[config.mk]
export PLATFORM = sky130hd
export DESIGN_NAME = utf8_stream_validator_unit
export DESIGN_NICKNAME = d
export VERILOG_FILES = /design/src/rtl/core/usv_pkg.sv /design/src/rtl/core/usv_fifo.sv /design/src/rtl/core/usv_front.sv /design/src/rtl/core/usv_back.sv /design/src/rtl/core/utf8_stream_validator_unit.sv
export SDC_FILE = /design/constraint.sdc
export NUM_CORES = 1
export LEC_CHECK = 0
export BUFFER_PORTS_ARGS = -buffer_cell sky130_fd_sc_hd__clkbuf_2
export CAP_MARGIN = 40
export CORE_MARGIN = 2
export CORE_UTILIZATION = 30
export CTS_CLUSTER_SIZE = 8
export DETAILED_ROUTE_END_ITERATION = 12
export PLACE_DENSITY = 0.49
export SLEW_MARGIN = 30
export SYNTH_ARGS = -nofsm -noshare
export SYNTH_HDL_FRONTEND = slang
export SYNTH_SLANG_ARGS = --single-unit
[constraint.sdc]
create_clock -name clk -period 12.04 [get_ports clk]
set_clock_uncertainty 0.05 [all_clocks]
set_input_delay 1.806 -clock clk [delete_from_list [all_inputs] [get_ports clk]]
set_output_delay 1.806 -clock clk [all_outputs]
set_load 0.05 [all_outputs]
[src/rtl/core/usv_pkg.sv]
package usv_pkg;

	// Request on the byte side
	typedef struct packed {
		logic [7:0] data_byte;
		logic       last_byte;
	} item_t;

	// Request on the result side
	typedef struct packed {
		logic [20:0] code_point;
		logic        sequence_valid;
		logic [2:0]  sequence_bytes;
		logic [31:0] first_error_offset;
		logic        buffer_done;
	} result_t;

	// Classified byte, front to back
	typedef struct packed {
		logic [2:0] lead_len;
		logic       cont_ok;
		logic [5:0] low_bits;
		logic [6:0] lead_bits;
		logic       last;
	} cls_t;

	localparam logic [20:0] CP_MAX      = 21'h10FFFF;
	localparam logic [9:0]  SURR_HI     = 10'h1B;
	localparam logic [1:0]  CONT_TAG    = 2'b10;
	localparam logic [2:0]  LEN_INVALID = 3'd0;
	localparam logic [2:0]  LEN_ONE     = 3'd1;
	localparam logic [2:0]  LEN_TWO     = 3'd2;
	localparam logic [2:0]  LEN_THREE   = 3'd3;
	localparam logic [2:0]  LEN_FOUR    = 3'd4;

	// Sequence length from the top five bits of a lead byte
	function automatic logic [2:0] lead_len(input logic [4:0] top);
		logic [2:0] len;
		priority if (top[4] == 1'b0) begin
			len = LEN_ONE;
		end else if (top[4:2] == 3'b110) begin
			len = LEN_TWO;
		end else if (top[4:1] == 4'b1110) begin
			len = LEN_THREE;
		end else if (top == 5'b11110) begin
			len = LEN_FOUR;
		end else begin
			len = LEN_INVALID;
		end
		return len;
	endfunction

	// Payload bits that a lead byte contributes
	function automatic logic [6:0] lead_mask(input logic [2:0] len);
		logic [6:0] m;
		unique case (len)
			LEN_ONE:   m = 7'h7F;
			LEN_TWO:   m = 7'h1F;
			LEN_THREE: m = 7'h0F;
			LEN_FOUR:  m = 7'h07;
			default:   m = 7'h00;
		endcase
		return m;
	endfunction

	// Smallest value that is not overlong for a sequence length
	function automatic logic [20:0] min_value(input logic [2:0] len);
		logic [20:0] v;
		unique case (len)
			LEN_TWO:   v = 21'd128;
			LEN_THREE: v = 21'd2048;
			LEN_FOUR:  v = 21'd65536;
			default:   v = 21'd0;
		endcase
		return v;
	endfunction

endpackage

[src/rtl/core/usv_fifo.sv]
module usv_fifo #(
	parameter int WIDTH = 8,
	parameter int DEPTH = 2
) (
	input  logic             clk,
	input  logic             arst_n,
	input  logic             push,
	input  logic [WIDTH-1:0] wdata,
	output logic             full,
	input  logic             pop,
	output logic [WIDTH-1:0] rdata,
	output logic             empty
);

	localparam int PW = (DEPTH > 1) ? $clog2(DEPTH) : 1;
	localparam int CW = $clog2(DEPTH + 1);

	logic [WIDTH-1:0] mem_q [DEPTH];
	logic [PW-1:0]    wr_ptr_q;
	logic [PW-1:0]    rd_ptr_q;
	logic [CW-1:0]    count_q;
	logic             do_push;
	logic             do_pop;

	assign full    = (count_q == CW'(DEPTH));
	assign empty   = (count_q == '0);
	assign do_push = push && !full;
	assign do_pop  = pop && !empty;
	assign rdata   = mem_q[rd_ptr_q];

	// Advance pointers and count
	always_ff @(posedge clk or negedge arst_n) begin
		if (!arst_n) begin
			wr_ptr_q <= '0;
			rd_ptr_q <= '0;
			count_q  <= '0;
		end else begin
			if (do_push) begin
				wr_ptr_q <= (wr_ptr_q == PW'(DEPTH - 1)) ? '0 : wr_ptr_q + 1'b1;
			end
			if (do_pop) begin
				rd_ptr_q <= (rd_ptr_q == PW'(DEPTH - 1)) ? '0 : rd_ptr_q + 1'b1;
			end
			if (do_push && !do_pop) begin
				count_q <= count_q + 1'b1;
			end else if (do_pop && !do_push) begin
				count_q <= count_q - 1'b1;
			end
		end
	end

	// Hold entries
	always_ff @(posedge clk) begin
		if (do_push) begin
			mem_q[wr_ptr_q] <= wdata;
		end
	end

endmodule

[src/rtl/core/usv_front.sv]
module usv_front (
	input  logic           clk,
	input  logic           arst_n,
	input  logic           push,
	input  usv_pkg::item_t item,
	output logic           full,
	output logic           cls_push,
	output usv_pkg::cls_t  cls_data,
	input  logic           cls_full
);

	logic          v_s1;
	usv_pkg::cls_t d_s1;
	usv_pkg::cls_t cls_now;
	logic          accept;
	logic [2:0]    len;

	// Classify the incoming byte
	always_comb begin
		len               = usv_pkg::lead_len(item.data_byte[7:3]);
		cls_now.lead_len  = len;
		cls_now.cont_ok   = (item.data_byte[7:6] == usv_pkg::CONT_TAG);
		cls_now.low_bits  = item.data_byte[5:0];
		cls_now.lead_bits = item.data_byte[6:0] & usv_pkg::lead_mask(len);
		cls_now.last      = item.last_byte;
	end

	assign full     = v_s1 && cls_full;
	assign accept   = push && !full;
	assign cls_push = v_s1 && !cls_full;
	assign cls_data = d_s1;

	// Advance the stage valid
	always_ff @(posedge clk or negedge arst_n) begin
		if (!arst_n) begin
			v_s1 <= 1'b0;
		end else if (accept) begin
			v_s1 <= 1'b1;
		end else if (cls_push) begin
			v_s1 <= 1'b0;
		end
	end

	// Hold the classified byte
	always_ff @(posedge clk) begin
		if (accept) begin
			d_s1 <= cls_now;
		end
	end

endmodule

[src/rtl/core/usv_back.sv]
module usv_back #(
	parameter int OFFSET_BITS = 32
) (
	input  logic             clk,
	input  logic             arst_n,
	input  logic             cls_empty,
	input  usv_pkg::cls_t    cls_data,
	output logic             cls_pop,
	input  logic             res_full,
	output logic             res_push,
	output usv_pkg::result_t res_data
);

	localparam int OB = OFFSET_BITS;

	logic [OB-1:0] pos_q, lead_q, eoff_q;
	logic [2:0]    exp_q;
	logic [1:0]    seen_q;
	logic [20:0]   acc_q;
	logic          cbad_q, err_q;

	logic [OB-1:0] pos_n, lead_n, eoff_n;
	logic [2:0]    exp_n;
	logic [1:0]    seen_n;
	logic [20:0]   acc_n, acc_sh;
	logic          cbad_n, err_n, cbad_sh;
	logic          have, bad, fire;
	logic [20:0]   cp;
	logic          valid;
	logic [2:0]    nb;
	logic [2:0]    seen_inc;
	logic [63:0]   eoff_ext;

	assign fire    = !cls_empty && !res_full;
	assign cls_pop = fire;

	// Work out the next state for one byte
	always_comb begin
		pos_n   = (pos_q == {OB{1'b1}}) ? pos_q : pos_q + 1'b1;
		lead_n  = lead_q;
		eoff_n  = eoff_q;
		exp_n   = exp_q;
		seen_n  = seen_q;
		acc_n   = acc_q;
		cbad_n  = cbad_q;
		err_n   = err_q;
		have    = 1'b0;
		cp      = '0;
		valid   = 1'b0;
		nb      = '0;
		bad     = 1'b0;
		cbad_sh = cbad_q || !cls_data.cont_ok;
		acc_sh  = {acc_q[14:0], cls_data.low_bits};
		seen_inc = {1'b0, seen_q} + 3'd1;
		if (!err_q) begin
			if (exp_q == '0) begin
				lead_n = pos_n;
				unique case (cls_data.lead_len)
					usv_pkg::LEN_ONE: begin
						have  = 1'b1;
						cp    = {14'd0, cls_data.lead_bits};
						valid = 1'b1;
						nb    = usv_pkg::LEN_ONE;
					end
					usv_pkg::LEN_INVALID: begin
						err_n  = 1'b1;
						eoff_n = pos_n;
						have   = 1'b1;
						nb     = usv_pkg::LEN_ONE;
					end
					default: begin
						exp_n  = cls_data.lead_len;
						seen_n = 2'd1;
						acc_n  = {14'd0, cls_data.lead_bits};
						cbad_n = 1'b0;
					end
				endcase
			end else if (seen_inc >= exp_q) begin
				// Close the sequence and check its value
				bad = cbad_sh || (acc_sh < usv_pkg::min_value(exp_q))
					|| (acc_sh[20:11] == usv_pkg::SURR_HI)
					|| (acc_sh > usv_pkg::CP_MAX);
				have = 1'b1;
				nb   = exp_q;
				if (bad) begin
					err_n  = 1'b1;
					eoff_n = lead_q;
				end else begin
					cp    = acc_sh;
					valid = 1'b1;
				end
				exp_n  = '0;
				seen_n = '0;
				acc_n  = '0;
				cbad_n = 1'b0;
			end else begin
				seen_n = seen_inc[1:0];
				acc_n  = acc_sh;
				cbad_n = cbad_sh;
			end
		end
		// Latch a sequence cut off by the final byte
		if (cls_data.last && exp_n != '0 && !err_n) begin
			err_n  = 1'b1;
			eoff_n = lead_n;
		end
	end

	assign eoff_ext = 64'(eoff_n);

	// Build the result
	always_comb begin
		res_push                    = fire && (have || cls_data.last);
		res_data.code_point         = cp;
		res_data.sequence_valid     = valid;
		res_data.sequence_bytes     = nb;
		res_data.first_error_offset = (|eoff_ext[63:32]) ? 32'hFFFF_FFFF : eoff_ext[31:0];
		res_data.buffer_done        = cls_data.last;
	end

	// Advance state, clear it after the final byte
	always_ff @(posedge clk or negedge arst_n) begin
		if (!arst_n) begin
			pos_q  <= '0;
			lead_q <= '0;
			eoff_q <= '0;
			exp_q  <= '0;
			seen_q <= '0;
			acc_q  <= '0;
			cbad_q <= 1'b0;
			err_q  <= 1'b0;
		end else if (fire) begin
			if (cls_data.last) begin
				pos_q  <= '0;
				lead_q <= '0;
				eoff_q <= '0;
				exp_q  <= '0;
				seen_q <= '0;
				acc_q  <= '0;
				cbad_q <= 1'b0;
				err_q  <= 1'b0;
			end else begin
				pos_q  <= pos_n;
				lead_q <= lead_n;
				eoff_q <= eoff_n;
				exp_q  <= exp_n;
				seen_q <= seen_n;
				acc_q  <= acc_n;
				cbad_q <= cbad_n;
				err_q  <= err_n;
			end
		end
	end

endmodule

[src/rtl/core/utf8_stream_validator_unit.sv]
// A result reaches the result ports by way of the classify stage, the byte queue, then the
// decode step, which writes the result queue.
// Throughput: one byte per cycle without stalls; decode updates its state once per byte.
// Both sides stall independently through two-entry queues.
// Reset (arst_n low, asynchronous) empties both queues and clears the decode state.
module utf8_stream_validator_unit #(
	parameter int OFFSET_BITS = 32
) (
	input  logic             clk,
	input  logic             arst_n,
	input  logic             push,
	input  usv_pkg::item_t   item,
	output logic             full,
	output logic             empty,
	input  logic             pop,
	output usv_pkg::result_t result
);

	localparam int CLS_W = $bits(usv_pkg::cls_t);
	localparam int RES_W = $bits(usv_pkg::result_t);

	logic             cls_push, cls_full, cls_empty, cls_pop;
	usv_pkg::cls_t    cls_wr, cls_rd;
	logic             res_push, res_full;
	usv_pkg::result_t res_wr;
	logic [CLS_W-1:0] cls_rd_bits;
	logic [RES_W-1:0] res_rd_bits;

	usv_front u_front (
		.clk      (clk),
		.arst_n   (arst_n),
		.push     (push),
		.item     (item),
		.full     (full),
		.cls_push (cls_push),
		.cls_data (cls_wr),
		.cls_full (cls_full)
	);

	usv_fifo #(.WIDTH(CLS_W), .DEPTH(2)) u_cls_fifo (
		.clk    (clk),
		.arst_n (arst_n),
		.push   (cls_push),
		.wdata  (cls_wr),
		.full   (cls_full),
		.pop    (cls_pop),
		.rdata  (cls_rd_bits),
		.empty  (cls_empty)
	);

	assign cls_rd = usv_pkg::cls_t'(cls_rd_bits);

	usv_back #(.OFFSET_BITS(OFFSET_BITS)) u_back (
		.clk       (clk),
		.arst_n    (arst_n),
		.cls_empty (cls_empty),
		.cls_data  (cls_rd),
		.cls_pop   (cls_pop),
		.res_full  (res_full),
		.res_push  (res_push),
		.res_data  (res_wr)
	);

	usv_fifo #(.WIDTH(RES_W), .DEPTH(2)) u_res_fifo (
		.clk    (clk),
		.arst_n (arst_n),
		.push   (res_push),
		.wdata  (res_wr),
		.full   (res_full),
		.pop    (pop),
		.rdata  (res_rd_bits),
		.empty  (empty)
	);

	assign result = usv_pkg::result_t'(res_rd_bits);

endmodule
==> run_results.csv <==
group,metric,value,unit
setup_path,cp.required,12.39,ns
clock_network,cts_tree,"yes",
place,post-place-cells,1866,
drt,drc,14,
final_layout,fillCellCount,4613,
final_layout,final_common_cell,"edfxtp_1",
drt,vias,10310,
setup_path,end_kind,"register",
synthesis,synth_compound_area_frac,0.1698,
global_route,grt_max_degree,69,
global_route,first_global_vias,10240,
floorplan,initial_core_util,0.3047,
drt,vias_per_cell,5.299,
floorplan,die_w,221.7,um
synthesis,synth_simple_gate_area_frac,0.1242,
outcome,outcome,"complete, but fails checks",
synthesis,netlist_instances,1235,
floorplan,die_y,221.7,um
floorplan,row_count,79,
timing,rsz0062_at_grt,"no",
setup_path,cp-start-kind,"register",
clock_network,cts-root-buf,"clkbuf_16",
timing,tightestPinTransition,0.8469,ns
synthesis,yosys_warnings,0,
outcome,violations,"design-rule violations",
clock_network,path_clk_slew,0.05,ns
timing,final-max-slew-violation-count,0,
min_path,min_path_cells,0,
synthesis,yosysTopAreaCellShare,0.3591,
synthesis,syn_avg_cell_area,11.51,sq um
clock_network,cts_buffers,43,
drt,drt_iter0_drc,1013,
drt,drt-total-wl,39180,um
synthesis,synth_ff_type,"edfxtp_1",
synthesis,synth.distinct_cells,81,
global_route,grt_pass1_wl,61270,um
timing,finalCritPeriodShare,0.3488,
timing,fin_ws,7.840,ns
setup_path,path_class,"register to register",
synthesis,yosys.area.top_type,"edfxtp_1",
place,dp.final_hpwl,25840,um
timing,fin_setup_tns,0,ns
setup_path,path_max_fanout,11,
synthesis,synth_edf_count,170,
clock_network,post_cts_buffers,0,
floorplan,io_pins,73,
timing,hold_viol_final,0,
drt,ant_nets,0,
place,port_buffers,72,
timing,relSlewSlack,0.4313,
synthesis,async_flop_share,0.4276,
synthesis,synth_top_family_by_area,"compound AO/OA/AOI/OAI gates",
floorplan,fp.dieArea,0.04914,sq mm
final_layout,finalNonFillerCells,1945,
clock_network,cts_hold_buf,0,
synthesis,synth_nets,1257,
min_path,hp-class,"register to register",
drt,dr.pass1.iters,9,
timing,max_freq,238.1,MHz
global_route,antenna_found_initial,1,
clock_network,cts_buffer_depth,3,
final_layout,fin_nets,1328,
final_layout,drive_gt1_frac,0.1945,
job,maxCapViolCount,0,
synthesis,syn_area,0.01422,sq mm
floorplan,core_region_area,0.04665,sq mm
place,place_ws,7.893,ns
synthesis,ys_top_cells_by_area,"edfxtp_1 (36%), dfrtp_1 (22%), mux2_2 (4.8%)",
clock_network,post_cts_resized,0,
timing,setup_viol,0,
final_layout,syn2layout_area_growth,17.43,%
clock_network,clk_latency,0.54,ns
clock_network,h-tree-depth,2,
place,place.gp.congestion,0.8275,
synthesis,synth_xor_area_frac,0.02341,
drt,wl_per_cell,20.14,um
setup_path,critPathArrivalTime,4.55,ns
global_route,grt.total_usage,0.1593,
clock_network,clkSinkCount,297,
synthesis,synth-seq-area-share,0.5826,
synthesis,synthAdderAreaFrac,0.007921,
synthesis,yosys-mux-area-fraction,0.06196,
final_layout,layout_common_cells,"edfxtp_1 (170), nand2_1 (132), dfrtp_1 (126)",
setup_path,reg2reg_depth,10,
global_route,global_route.overflow_total,0,
timing,fin_crit,4.200,ns
synthesis,synth_seq_cells,297,
-- worst max-delay path, cell delays in order, from the launching register on --
cell and delay [ns]:
dfrtp_1 0.45, inv_1 0.15, or3_1 0.33, ha_1 0.18
or4_1 0.55, o31ai_1 0.54, a211oi_2 0.16, buf_4 0.24
a211oi_2 0.74, o21ai_1 0.44, o2bb2ai_1 0.23
-- metal layers --
metal,track usage,wire length (um)
met1,0.2184,17920
met4,0.05449,1098
met2,0.2473,17620
met5,0,0
met3,0.03750,2546
-- through the flow --
step / util / cell area, sq um / hold WS (ns)
after global placement: 0.3269 / 15250 / 0.3768
after floorplan: - / 14220 / 0.3715
final: 0.3578 / 16690 / 0.3986
after detailed placement: 0.3305 / 15420 / 0.3872
after global routing: 0.3578 / 16690 / 0.4090
after CTS: 0.3572 / 16660 / 0.3977
-- worst paths after layout --
path / start / to / slack, ns
max: u_back.exp_q[2] / u_back.eoff_q[17] / 7.84
min: u_front.cls_data[11] / u_cls_fifo.mem_q[1][11] / 0.40
max reg2reg: u_back.exp_q[2] / u_back.eoff_q[17] / 7.84
min reg2reg: u_front.cls_data[11] / u_cls_fifo.mem_q[1][11] / 0.40
max in group asynchronous: arst_n / u_res_fifo.rd_ptr_q / 9.53
min in group asynchronous: arst_n / u_back.eoff_q[0] / 1.23
-- synthesized netlist by cell type (7+ instances only) --
cell       number
nor2b_1         7
o31ai_1        19
and3_1         25
a221oi_1        7
buf_2          14
a21oi_1        58
or4_1           9
o22ai_1        19
nor2_1         67
mux2i_1         7
a211o_1         9
ha_1            9
mux2_2         60
a22o_1         28
nand3_1        25
and4_1         10
a22oi_1         8
xnor2_1        28
nor3_1         10
o2bb2ai_1       7
nand2_1       132
o21ai_0        97
edfxtp_1      170
dfrtp_1       127
a31oi_1        15
o21ai_1         8
inv_1          26
clkbuf_1       60
xor2_1         10
nand4_1        18
a211oi_1       22
and2_1         13
-- layout make-up --
class | count | area (sq um) | share of cell area
Sequential cell | 297 | 8284 | 0.4963
Multi-Input combinational cell | 830 | 5588 | 0.3347
Clock buffer | 73 | 1210 | 0.07248
Tap cell | 607 | 759.5 | 0.04550
Timing Repair Buffer | 107 | 714.4 | 0.04280
Inverter | 27 | 101.3 | 0.006071
Clock inverter | 3 | 33.78 | 0.002024
Antenna cell | 1 | 2.502 | 0.0001499
-- flip-flops by register name (all words and copies together) (netlist names), 3 cells and up --
name              cells
u_res_fifo.mem_q    116
u_back.pos_q         32
u_front.cls_data     18
u_back.eoff_q        32
u_back.acc_q         15
u_back.exp_q          3
u_back.lead_q        32
u_cls_fifo.mem_q     36
-- kinds of logic (layout without fill, tap and decap cells) --
logic type / Yosys count / in the layout
buffers and inverters: 108 / 210
DFF: 297 / 297
muxes: 73 / 73
and+or+nand+nor: 350 / 350
AOI/OAI and AO/OA: 360 / 360
other: 0 / 1
adders and majority gates: 9 / 9
xor gates and xnor gates: 38 / 38
Power is left out: the tool's default activity adds up to more than one toggle a clock period on the data nets, which glitch-free logic cannot reach.
